<file path="src/rtl/tcsw_pkg.sv">
package tcsw_pkg;

    // Widths of the item fields on the ports.
    localparam int REQ_TYPE_W   = 1;
    localparam int CHAR_W       = 8;
    localparam int VIEW_ROW_W   = 5;
    localparam int VIEW_COL_W   = 7;
    localparam int CELL_W       = 16;
    localparam int CURSOR_W     = 11;
    localparam int TOP_LINE_W   = 5;
    localparam int ATTR_W       = 8;

    // Request codes and special characters.
    localparam logic [REQ_TYPE_W-1:0] REQ_WRITE    = 1'b0;
    localparam logic [REQ_TYPE_W-1:0] REQ_READ     = 1'b1;
    localparam logic [CHAR_W-1:0]     NEWLINE_CODE = 8'd10;
    localparam logic [ATTR_W-1:0]     ATTR_RESET   = 8'd15;

    // Controller states, one-hot.
    typedef enum logic [7:0] {
        ST_CLEAR    = 8'b0000_0001,
        ST_IDLE     = 8'b0000_0010,
        ST_RD_ROW   = 8'b0000_0100,
        ST_RD_ISSUE = 8'b0000_1000,
        ST_WRITE    = 8'b0001_0000,
        ST_LINE_END = 8'b0010_0000,
        ST_BLANK    = 8'b0100_0000,
        ST_FIN      = 8'b1000_0000
    } t_state;

    // Commands from the controller to the datapath.
    typedef struct packed {
        logic capture;
        logic rd_row;
        logic rd_issue;
        logic wr_cell;
        logic line_end;
        logic blank_wr;
        logic load_result;
    } t_dp_cmd;

    // Status from the datapath to the controller.
    typedef struct packed {
        logic in_read;
        logic is_newline;
        logic col_last;
        logic blank_last;
        logic clear_last;
    } t_dp_sts;

endpackage

</file>
<file path="src/rtl/tcsw_ctrl.sv">
module tcsw_ctrl
    import tcsw_pkg::*;
(
    input  logic    i_clk,
    input  logic    i_rst_n,
    input  logic    i_valid,
    output logic    o_ready,
    output logic    o_valid,
    input  logic    i_ready,
    input  t_dp_sts i_sts,
    output t_dp_cmd o_cmd
);

    t_state r_state;
    t_state n_state;
    logic   r_out_valid;

    // Next state and command decode.
    always_comb begin
        n_state = r_state;
        o_cmd   = '0;
        case (r_state)
            ST_CLEAR: begin
                o_cmd.blank_wr = 1'b1;
                if (i_sts.clear_last) begin
                    n_state = ST_IDLE;
                end
            end
            ST_IDLE: begin
                if (i_valid) begin
                    o_cmd.capture = 1'b1;
                    n_state = i_sts.in_read ? ST_RD_ROW : ST_WRITE;
                end
            end
            ST_RD_ROW: begin
                o_cmd.rd_row = 1'b1;
                n_state = ST_RD_ISSUE;
            end
            ST_RD_ISSUE: begin
                o_cmd.rd_issue = 1'b1;
                n_state = ST_FIN;
            end
            ST_WRITE: begin
                o_cmd.wr_cell = 1'b1;
                if (i_sts.col_last) begin
                    n_state = ST_LINE_END;
                end else if (i_sts.is_newline) begin
                    n_state = ST_WRITE;
                end else begin
                    n_state = ST_FIN;
                end
            end
            ST_LINE_END: begin
                o_cmd.line_end = 1'b1;
                n_state = ST_BLANK;
            end
            ST_BLANK: begin
                o_cmd.blank_wr = 1'b1;
                if (i_sts.blank_last) begin
                    n_state = ST_FIN;
                end
            end
            ST_FIN: begin
                if (!r_out_valid || i_ready) begin
                    o_cmd.load_result = 1'b1;
                    n_state = ST_IDLE;
                end
            end
            default: begin
                n_state = ST_IDLE;
            end
        endcase
    end

    // State register and output slot occupancy.
    always_ff @(posedge i_clk) begin
        if (!i_rst_n) begin
            r_state     <= ST_CLEAR;
            r_out_valid <= 1'b0;
        end else begin
            r_state <= n_state;
            if (o_cmd.load_result) begin
                r_out_valid <= 1'b1;
            end else if (i_ready) begin
                r_out_valid <= 1'b0;
            end
        end
    end

    assign o_ready = (r_state == ST_IDLE);
    assign o_valid = r_out_valid;

    // A transfer in always starts either the read or the write sequence.
    a_dispatch: assert property (@(posedge i_clk) disable iff (!i_rst_n)
        (r_state == ST_IDLE && i_valid) |=> (r_state == ST_RD_ROW || r_state == ST_WRITE))
        else $error("transfer did not start a sequence");

endmodule

</file>
<file path="config.mk">
export PLATFORM = sky130hd
export DESIGN_NAME = tcsw_ctrl
export DESIGN_NICKNAME = d
export VERILOG_FILES = /design/src/rtl/tcsw_pkg.sv /design/src/rtl/tcsw_ctrl.sv
export SDC_FILE = /design/constraint.sdc
export NUM_CORES = 1
export LEC_CHECK = 0
export ABC_AREA = 0
export ABC_CLOCK_PERIOD_IN_PS = 1900
export BUFFER_PORTS_ARGS = -buffer_cell sky130_fd_sc_hd__buf_4
export CAP_MARGIN = 20
export CORE_AREA = 2 2 39 41
export CTS_BUF_LIST = sky130_fd_sc_hd__clkbuf_16
export DETAILED_ROUTE_END_ITERATION = 10
export DIE_AREA = 0 0 41 43
export PLACE_DENSITY_LB_ADDON = 0.25
export SLEW_MARGIN = 20
export SYNTH_ARGS = -nofsm -noshare
export SYNTH_HDL_FRONTEND = slang
export SYNTH_SLANG_ARGS = --single-unit
</file>
<file path="constraint.sdc">
create_clock -name i_clk -period 1.9 [get_ports i_clk]
set_input_delay 0.38 -clock i_clk [delete_from_list [all_inputs] [get_ports i_clk]]
set_output_delay 0.38 -clock i_clk [all_outputs]
set_load 0.005 [all_outputs]
</file>
# Word level (Yosys, flattened, before mapping)
# Cells that the tools add are included.
# totals
regBits	9
inputBits	9
# op_classes
mux	19
n_eq_ne	12
n_reduce_logical	5
# op_table
cell	n
$pmux W8 S8	1
$mux W8	6
$mux W1	11
$eq A8 B1 Y1 const B	1
$eq A8 B2 Y1 const B	1
$eq A8 B3 Y1 const B	1
$eq A8 B4 Y1 const B	1
$eq A8 B5 Y1 const B	1
$eq A8 B6 Y1 const B	1
$eq A8 B7 Y1 const B	1
$eq A8 B8 Y1 const B	1
$ne A2 B2 Y1 const B	4
$mux W5	1
$reduce_and A4 Y1	1
$reduce_bool A2 Y1	1
$reduce_or A2 Y1	1
$logic_not A1 Y1	1
$logic_or A1 B1 Y1	1

# Depth between registers and ports, before layout
# Gate-level depths: netlist (run 1).
# logic_depth
word_depth	5
depth_mapped	5
ltp_nobuf	4

# Least setup slack after synthesis (run 1)
# OpenSTA, ideal clock, no wires.
# synth_timing
kind	register to output
startpoint	register r_state[5]
endpoint	output o_cmd[4] in the netlist's numbering
stages_incl_launch_ff	4
t_required_ps	1520
arrival_time_ps	1176
path_buffers	0
path_slack_ps	344
path_cell_list	dfxtp_1 > nor4_4 > nand2b_2 > nor4b_1
# synth_rtl
element	line	source
start, declared	tcsw_ctrl.sv:14	t_state r_state;
start signal, assigned	tcsw_ctrl.sv:81	r_state <= n_state;
end, declared	tcsw_ctrl.sv:11	output t_dp_cmd o_cmd

==> qor.yml, run 1 <==
fin_crit_sh_pct: 97.6
setup.worst_path.end_class: "output port"
clk_pin_slew_ns: 0.04
crit_arrival_ns: 1.47
post-route-util_pct: 66.6
cts_buffer_depth: 2
slew_headroom_pct: 75.2
numCtsBuffers: 3
fp.coreArea_mm2: 0.00138
grt_max_degree: 11
layout_min_cycle_time_ns: 1.85
p_leak_nw: 0.391
port_buffers: 17
ant_nets: 0
post-dp-hpwl_um: 1080
cts-root-buf: "clkbuf_16"
yosys_warnings: 0
synth_area_per_cell_um2: 9.70
layout_commonest_cell: "buf_4"
ys_types: 34
gp_congestion: 0.787
firstDrtPassIters: 4
fp-row-count: 14
drcViolationCount: 0
io_pins: 18
max_freq_mhz: 539
grt_pass1_wl_um: 2390
layout.nets: 103
n_antenna_cell: 0
tns_ns: 0
crit_type: "reg -> out"
p_per_area_mw_per_mm2: 767
startpoint_type: "flop"
syn_to_final_growth_pct: 46.2
nFillCells: 114
gr-usage-all-layers_pct: 20.4
layout_common_cells: "27 x buf_4, 5 x dfxtp_1, 4 x nand4b_1"
path_max_fanout: 7
rsz0062_at_grt: "true"
finClkSkew_ns: 0.00173
cts_tree: "done"
start_util_pct: 45.6
vias: 628
syn_area_um2: 631
drv_cap: 0
finalWirelength_um: 1650
overflow: 0
worstPathRequired_ns: 1.52
syn_nets: 74
clock_latency_ns: 0.24
ir_worst_vdd_v: 0.000451
final_hold_viol_count: 0
vias_per_cell: 5.76
drtIter0Drc: 10
grt_pass1_vias: 532
drv_slew: 0
yosysSeqAreaShare_pct: 28.6
worst_pin_slew_ns: 0.372
ys_ff_latch: 9
dp.cells: 98
setup_violations: 0
antenna_found_initial: 0
stdcell_count: 109
dieArea_mm2: 0.00176
netlist_instances: 65
outcome: "complete, no violations"
clock-sinks: 9
die_y_um: 43
wl_per_cell_um: 15.2
htree_num_levels: 1
hold_class: "in -> reg"
die_x_um: 41
drive_above_1_share_pct: 48.4
[path summary, 6_finish.rpt]
kind                 to  cells past startpoint  slack, ns  startpoint
max reg2reg  r_state[2]                      7       0.19  r_state[2]
max            o_cmd[2]                      4       0.05  r_state[2]
min          r_state[0]                      2       0.36    i_sts[0]
min reg2reg     o_valid                      2       0.55     o_valid
[routing by layer]
layer / track usage [%] / vias to the layer above / share of wire, %
met5: 0 / - / 0
li1: - / 306 / -
met3: 5.24 / 2 / 4.5
met4: 8.00 / 0 / 1.2
met2: 31.6 / 14 / 50
met1: 25.8 / 306 / 45
[synth_stat cells, drive strengths merged]
master	instances	area [µm²]
nor4	2	42.5
o2bb2ai	1	8.76
dfxtp	9	180
buf	2	15.0
or2	1	6.26
nand3	2	10.0
and4b	1	11.3
xor2	2	17.5
o22ai	1	6.26
and2	3	21.3
and3	3	20.0
a21boi	3	22.5
nor4b	4	50.1
nor4bb	1	10.0
o21ai	3	15.0
nand2	2	7.51
nor2	4	15.0
xnor2	1	8.76
nor3b	3	22.5
o211ai	4	35.0
o21a	1	7.51
and4	2	20.0
nor2b	2	12.5
nand2b	2	15.0
inv	1	3.75
nand4b	4	35.0
clkdlybuf4s50	1	11.3
[repair_timing]
action / 4_1_cts / 5_1_grt
pin swaps: 1 / 2
endpoints found under the setup margin: 1 / 5
setup buffers: 1 / 6
gates resized for setup: 0 / 7
hold buffers: 0 / 0
[state kept, by name (all words and copies together) (netlist names)]
register  cells
o_valid       1
r_state       8
[metrics by stage]
step                      total power [W]  area (µm²)  setup slack, ns  hold WS (ns)
after global placement           0.000320         774            0.277         0.521
after CTS                        0.000693         861          0.00587         0.364
after floorplan                  0.000278         631            0.344         0.492
after detailed placement         0.000322         774            0.248         0.532
after global routing             0.000733         922          -0.0630         0.393
final                            0.000708         922           0.0458         0.363
[power by group]
| group | switching, W | internal [W] | total (W) |
|---|---|---|---|
| clock | 0.0000951 | 0.000275 | 0.000370 |
| combinational | 0.0000531 | 0.0000672 | 0.000120 |
| sequential | 0.0000195 | 0.000198 | 0.000217 |
[layout make-up]
cell class,instances,area [µm²],share of cell area (%)
clock inverters,1,3.75,0.407
clock buffers,3,75.1,8.14
flip-flops and latches,9,188,20.4
multi-input cells,52,429,46.5
repair buffers,27,203,22.0
well taps,16,20.0,2.17
inverters,1,3.75,0.407
[cells by family after synthesis]
group	share of synthesized area, %
AO/OA/AOI/OAI	15.1
XOR/XNOR	4.17
flip-flops	28.6
AND/OR/NAND/NOR	47.4
buffers and inverters	4.76
[worst max-delay path: stages, from the launching register on]
cell     delay [ns]
dfxtp_1        0.39
nor4_4         0.29
buf_4          0.19
and4b_2        0.25
buf_4          0.11
(Power assumes the default switching activity.)
==> inputs of run 2 (changes only) <==
- ABC_CLOCK_PERIOD_IN_PS: 1900 -> 1600
- CORE_AREA: 2 2 39 41 -> unset
- CORE_UTILIZATION: unset -> 41
- DIE_AREA: 0 0 41 43 -> unset
- clock period: 1.9 -> 1.6 ns (I/O delays scaled with it)
==> run 2 against run 1 <==
The run now ends with setup timing left. Flip-flop and latch count unchanged. Worst hold slack got worse by 0.053 ns. Clock skew about the same. Combinational power increased by 62%. Register-to-register slack got worse by 0.17 ns. Total power increased by 24%. Die area decreased by 3.6%. Setup slack got worse by 0.23 ns. Clock power increased by 18%. Design area increased by 15%. Critical endpoint is now o_cmd[6].
==> qor.yml, run 2 (synthesis results as in run 1) <==
outcome: "finished, violations left"  # was complete, no violations
violations: "setup timing"
p_per_area_mw_per_mm2: 827  # was 767 mW/mm²
firstDrtPassIters: 4  # unchanged
p_sw_share_pct: 24.4  # was 23.7%
wl_met2_um: 965  # was 820 µm
vias_per_cell: 5.79  # was 5.76
cts-root-buf: "clkbuf_16"  # unchanged
fp.coreArea_mm2: 0.00137  # was 0.00138 mm²
p_int_w: 0.000662  # was 0.000540 W
crit_buf_inv: 2  # unchanged
crit_chain: "nor4_4 -> nand4b_1 -> inv_2 -> and2_1 -> buf_4"  # was nor4_4 -> buf_4 -> and4b_2 -> buf_4
die_y_um: 41.2  # was 43 µm
route.met3.wl_um: 104  # was 74 µm
hold_class: "in -> reg"  # unchanged
ant_nets: 0  # unchanged
overflow: 0  # unchanged
min-delay-start: "i_sts[0]"  # unchanged
ir_worst_vdd_v: 0.00110  # was 0.000451 V
nFillCells: 91  # was 114
switching_power_w: 0.000213  # was 0.000168 W
layout_min_cycle_time_ns: 1.79
seqPwrFrac_pct: 27.9  # was 30.7%
drtIter0Drc: 10  # unchanged
crit_arrival_ns: 1.47  # about the same
grt_pass1_wl_um: 2740  # was 2390 µm
regMostFlops: "r_state"  # unchanged
worstPathRequired_ns: 1.28  # was 1.52 ns
p_leak_nw: 0.448  # was 0.391 nW
start_util_pct: 46.2  # was 45.6%
wl_per_cell_um: 16.3  # was 15.2 µm
drv_cap: 0  # unchanged
post-dp-hpwl_um: 1150  # was 1080 µm
combPwrFrac_pct: 22.2  # was 17.0%
setup.worst_path.end_class: "output port"  # unchanged
crit_type: "reg -> out"  # unchanged
worst_path_largest_cell_delay_ns: 0.35  # was 0.39 ns
syn_to_final_growth_pct: 67.9  # was 46.2%
clock_latency_ns: 0.23  # was 0.24 ns
dieArea_mm2: 0.00170  # was 0.00176 mm²
cts_buffer_depth: 2  # unchanged
grt_max_degree: 11  # unchanged
finalWirelength_um: 1910  # was 1650 µm
critPathTopFamily: "simple AND/OR/NAND/NOR gates"  # unchanged
gp_congestion: 0.806  # was 0.787
rsz0062_at_grt: "true"  # unchanged
path_max_fanout: 4  # was 7
worst_pin_slew_ns: 0.424  # was 0.372 ns
max_freq_mhz: 559
power_frac_clock_pct: 49.9  # was 52.3%
io_pins: 18  # unchanged
top_layer: "met4"  # unchanged
whs_ns: 0.310  # was 0.363 ns
layout_common_cells: "33 x buf_4, 5 x dfxtp_1, 4 x nand4b_1"  # was 27 x buf_4, 5 x dfxtp_1, 4 x nand4b_1
startpoint_type: "flop"  # unchanged
finClkSkew_ns: 0.00142  # was 0.00173 ns
fp-row-count: 13  # was 14
gr-usage-all-layers_pct: 26.4  # was 20.4%
dp.cells: 104  # was 98
r2r_start: "r_state[0]"  # was r_state[2]
clk_pin_slew_ns: 0.04  # about the same
final_hold_viol_count: 0  # unchanged
setup_slack_ns: -0.189  # was 0.0458 ns
grt_pass1_vias: 602  # was 532
largest_reg_flops: 8  # unchanged
vias: 677  # was 628
cts_hold_buf: 0  # unchanged
layout_commonest_cell: "buf_4"  # unchanged
fin_crit_sh_pct: 112
antenna_found_initial: 0  # unchanged
die_x_um: 41.2  # was 41 µm
post-route-util_pct: 77.5  # was 66.6%
slew_headroom_pct: 71.7  # was 75.2%
stdcell_count: 117  # was 109
p_total_w: 0.000875  # was 0.000708 W
htree_num_levels: 1  # unchanged
port_buffers: 17  # unchanged
wl_met1_um: 796  # was 737 µm
layout.nets: 112  # was 103
cts_tree: "done"  # unchanged
crit_slowest_cell: "nor4_4"  # was dfxtp_1
clock-sinks: 9  # unchanged
numCtsBuffers: 3  # unchanged
drive_above_1_share_pct: 57.8  # was 48.4%
setup_violations: 8  # was 0
n_antenna_cell: 0  # unchanged
drcViolationCount: 0  # unchanged
drv_slew: 0  # unchanged
cp-startpoint: "r_state[7]"  # was r_state[2]
-- run 2: cell types whose count changed in the layout (fill, tap and decap cells not counted), sizes merged --
cell	before	now
buf	27	36
-- run 2: area by class of cell --
class | count | area, µm² | share of cell area (%)
inverter | 1 | 3.75 | 0.355
multi-input combinational | 52 | 488 | 46.1
sequential | 9 | 188 | 17.7
timing repair buffer | 36 | 282 | 26.6
clock buffer | 3 | 75.1 | 7.09
tap | 15 | 18.8 | 1.77
clock inverter | 1 | 3.75 | 0.355
-- run 2: final timing paths --
kind / end / slack, ns / depth (start not counted)
worst max-delay path: o_cmd[6] / -0.19 / 5
worst min-delay path: r_state[0] / 0.31 / 2
worst max register to register: r_state[5] / 0.02 / 5
worst min register to register: o_valid / 0.53 / 2
-- run 2: routing by layer --
| layer | vias to the layer above | global-route usage [%] |
|---|---|---|
| met1 | 320 | 32.7 |
| met4 | 0 | 12.9 |
| met2 | 27 | 42.2 |
| li1 | 326 | - |
| met5 | - | 0 |
| met3 | 4 | 6.52 |
-- run 2: power by group through the flow --
stage               sequential (W)  clock (W)  combinational (W)
finish                    0.000244   0.000437           0.000195
global placement          0.000248          0           0.000149
detailed placement        0.000249          0           0.000153
CTS                       0.000244   0.000437           0.000182
global route              0.000245   0.000461           0.000208
floorplan                 0.000254          0          0.0000760
-- run 2: what timing repair did --
action	in CTS	in global routing
setup buffers	8	3
setup endpoints to repair	8	14
resized for setup	12	8
pin swaps	7	10
-- run 2: metrics by stage --
| step | TNS [ns] | worst slack [ns] | instance area (µm²) |
|---|---|---|---|
| final | -0.946 | -0.189 | 1060 |
| after global routing | -1.54 | -0.272 | 1060 |
| after floorplan | 0 | 0.104 | 631 |
| after detailed placement | 0 | 0.0186 | 826 |
| after CTS | -0.933 | -0.191 | 1010 |
| after global placement | 0 | 0.0799 | 826 |
==> inputs of run 3 (changes only) <==
- ABC_CLOCK_PERIOD_IN_PS: 1600 -> 2100
- REMOVE_ABC_BUFFERS: unset -> 1
- clock period: 1.6 -> 2.1 ns (I/O delays scaled with it)
==> run 3 against run 2 <==
The flow now finishes without violations. First-iteration DRC count grew 70%. Non-clock buffer count decreased by 15. Worst hold slack better by 0.085 ns. Count of clock-buffer cells in the layout unchanged. Critical path type unchanged. Register-to-register slack better by 0.53 ns. Sequential power decreased by 20%. Clock power down 25%. Global-route usage is 7.4 points lower.
==> qor.yml, run 3 (synthesis results as in run 1) <==
layout_min_cycle_time_ns: 2.00
vias_per_cell: 5.83  # was 5.79
drive_above_1_share_pct: 37.9  # was 57.8%
p_int_w: 0.000483  # was 0.000662 W
rsz0062_at_grt: "false"  # was true
reg2regPathDepth: 5  # unchanged
die_y_um: 41.2  # unchanged
wl_per_cell_um: 14.2  # was 16.3 µm
p_sw_share_pct: 22.5  # was 24.4%
p_total_w: 0.000624  # was 0.000875 W
clock-sinks: 9  # unchanged
numCtsBuffers: 3  # unchanged
firstDrtPassIters: 4  # unchanged
slew_headroom_pct: 75.4  # was 71.7%
regMostFlops: "r_state"  # unchanged
cts_tree: "done"  # unchanged
setup_slack_ns: 0.0972  # was -0.189 ns
crit_arrival_ns: 1.58  # was 1.47 ns
layout_commonest_cell: "buf_4"  # unchanged
htree_num_levels: 1  # unchanged
vias: 595  # was 677
grt_pass1_wl_um: 2010  # was 2740 µm
finalWirelength_um: 1450  # was 1910 µm
fp.coreArea_mm2: 0.00137  # unchanged
worst_path_largest_cell_delay_ns: 0.38  # was 0.35 ns
ant_nets: 0  # unchanged
antenna_found_initial: 0  # unchanged
path_max_fanout: 5  # was 4
syn_to_final_growth_pct: 36.3  # was 67.9%
io_pins: 18  # unchanged
critPathTopFamily: "simple AND/OR/NAND/NOR gates"  # unchanged
start_util_pct: 46.2  # unchanged
gp_congestion: 0.728  # was 0.806
drv_slew: 0  # unchanged
port_buffers: 17  # unchanged
final_hold_viol_count: 0  # unchanged
p_leak_nw: 0.360  # was 0.448 nW
fin_crit_sh_pct: 95.4
die_x_um: 41.2  # unchanged
startpoint_type: "flop"  # unchanged
ir_worst_vdd_v: 0.000484  # was 0.00110 V
crit_type: "reg -> out"  # unchanged
tns_ns: 0  # was -0.946 ns
switching_power_w: 0.000140  # was 0.000213 W
outcome: "complete, no violations"  # was finished, violations left
gr-usage-all-layers_pct: 19.0  # was 26.4%
whs_ns: 0.396  # was 0.310 ns
crit_buf_inv: 1  # was 2
post-dp-hpwl_um: 994  # was 1150 µm
drtIter0Drc: 17  # was 10
clk_pin_slew_ns: 0.04  # about the same
grt_max_degree: 11  # unchanged
post-route-util_pct: 62.9  # was 77.5%
power_frac_clock_pct: 52.7  # was 49.9%
overflow: 0  # unchanged
seqPwrFrac_pct: 31.4  # was 27.9%
cts_hold_buf: 0  # unchanged
drv_cap: 0  # unchanged
worstPathRequired_ns: 1.68  # was 1.28 ns
max_freq_mhz: 499
crit_cells: 4  # was 5
cts-root-buf: "clkbuf_16"  # unchanged
setup_violations: 0  # was 8
n_antenna_cell: 0  # unchanged
cts_buffer_depth: 2  # unchanged
finClkSkew_ns: 0.000842  # was 0.00142 ns
nFillCells: 109  # was 91
drcViolationCount: 0  # unchanged
clock_latency_ns: 0.23  # about the same
worst_pin_slew_ns: 0.369  # was 0.424 ns
setup.worst_path.end_class: "output port"  # unchanged
layout.nets: 97  # was 112
largest_reg_flops: 8  # unchanged
place_ws_ns: 0.319  # was 0.0186 ns
grt_pass1_vias: 455  # was 602
crit_chain: "nor4_4 -> nand2b_2 -> nor4b_1 -> buf_4"  # was nor4_4 -> nand4b_1 -> inv_2 -> and2_1 -> buf_4
crit_slowest_cell: "nor4_4"  # unchanged
combPwrFrac_pct: 15.9  # was 22.2%
p_per_area_mw_per_mm2: 725  # was 827 mW/mm²
dieArea_mm2: 0.00170  # unchanged
whs_path_depth: 2  # unchanged
layout_common_cells: "21 x buf_4, 9 x dfxtp_1, 4 x nor2_1, 4 x nand4b_1"  # was 33 x buf_4, 5 x dfxtp_1, 4 x nand4b_1
hold_class: "in -> reg"  # unchanged
fp-row-count: 13  # unchanged
run 3: cell types whose count changed in the layout (fill, tap and decap cells not counted), moves of 2 or more:
cell,previous run,this run
buf_6,3,0
dfxtp_2,3,0
nor4b_1,1,3
dfxtp_1,5,9
buf_4,33,21
run 3: stage by stage:
stage          std cells  area [µm²]
2_1_floorplan         62         604
3_3_place_gp          96         766
3_5_place_dp          96         766
4_1_cts              100         845
5_1_grt              102         860
6_report             102         860
run 3: worst register-to-register path: stages, from the launching register on:
cell	delay, ns
dfxtp_1	0.37
nor4_4	0.38
buf_4	0.17
o211ai_1	0.14
and2_4	0.20
and4_1	0.19
run 3: worst paths after layout:
kind	slack, ns	startpoint	to
worst min-delay path	0.40	i_sts[0]	r_state[0]
worst max register to register	0.55	r_state[4]	r_state[2]
worst min register to register	0.53	o_valid	o_valid
worst max-delay path	0.1	r_state[4]	o_cmd[4]
run 3: power groups by stage:
| stage | Sequential [W] | Combinational (W) | Clock, W |
|---|---|---|---|
| after floorplan | 0.000194 | 0.0000542 | 0 |
| after global placement | 0.000196 | 0.0000904 | 0 |
| after detailed placement | 0.000198 | 0.0000902 | 0 |
| after CTS | 0.000195 | 0.0000910 | 0.000335 |
| after global routing | 0.000197 | 0.000108 | 0.000349 |
| final | 0.000196 | 0.0000990 | 0.000329 |
run 3: layout make-up:
cell class              count  area [µm²]  area share [%]
multi-input cells          52         420            48.9
flip-flops and latches      9         180            21.0
repair buffers             21         158            18.3
clock buffers               3        75.1            8.73
well taps                  15        18.8            2.18
clock inverters             1        3.75           0.437
inverters                   1        3.75           0.437
run 3: metal layers:
layer,global-route usage (%),up-vias,part of all wire [%]
met5,0,-,0
met2,26.6,16,47
met4,14.5,0,1.4
li1,-,296,-
met3,3.26,2,3.7
met1,25.3,281,47
run 3: what timing repair did:
action | CTS | global route
buffers inserted | 0 | 2
resized for setup | 0 | 0
setup endpoints to repair | 0 | 1
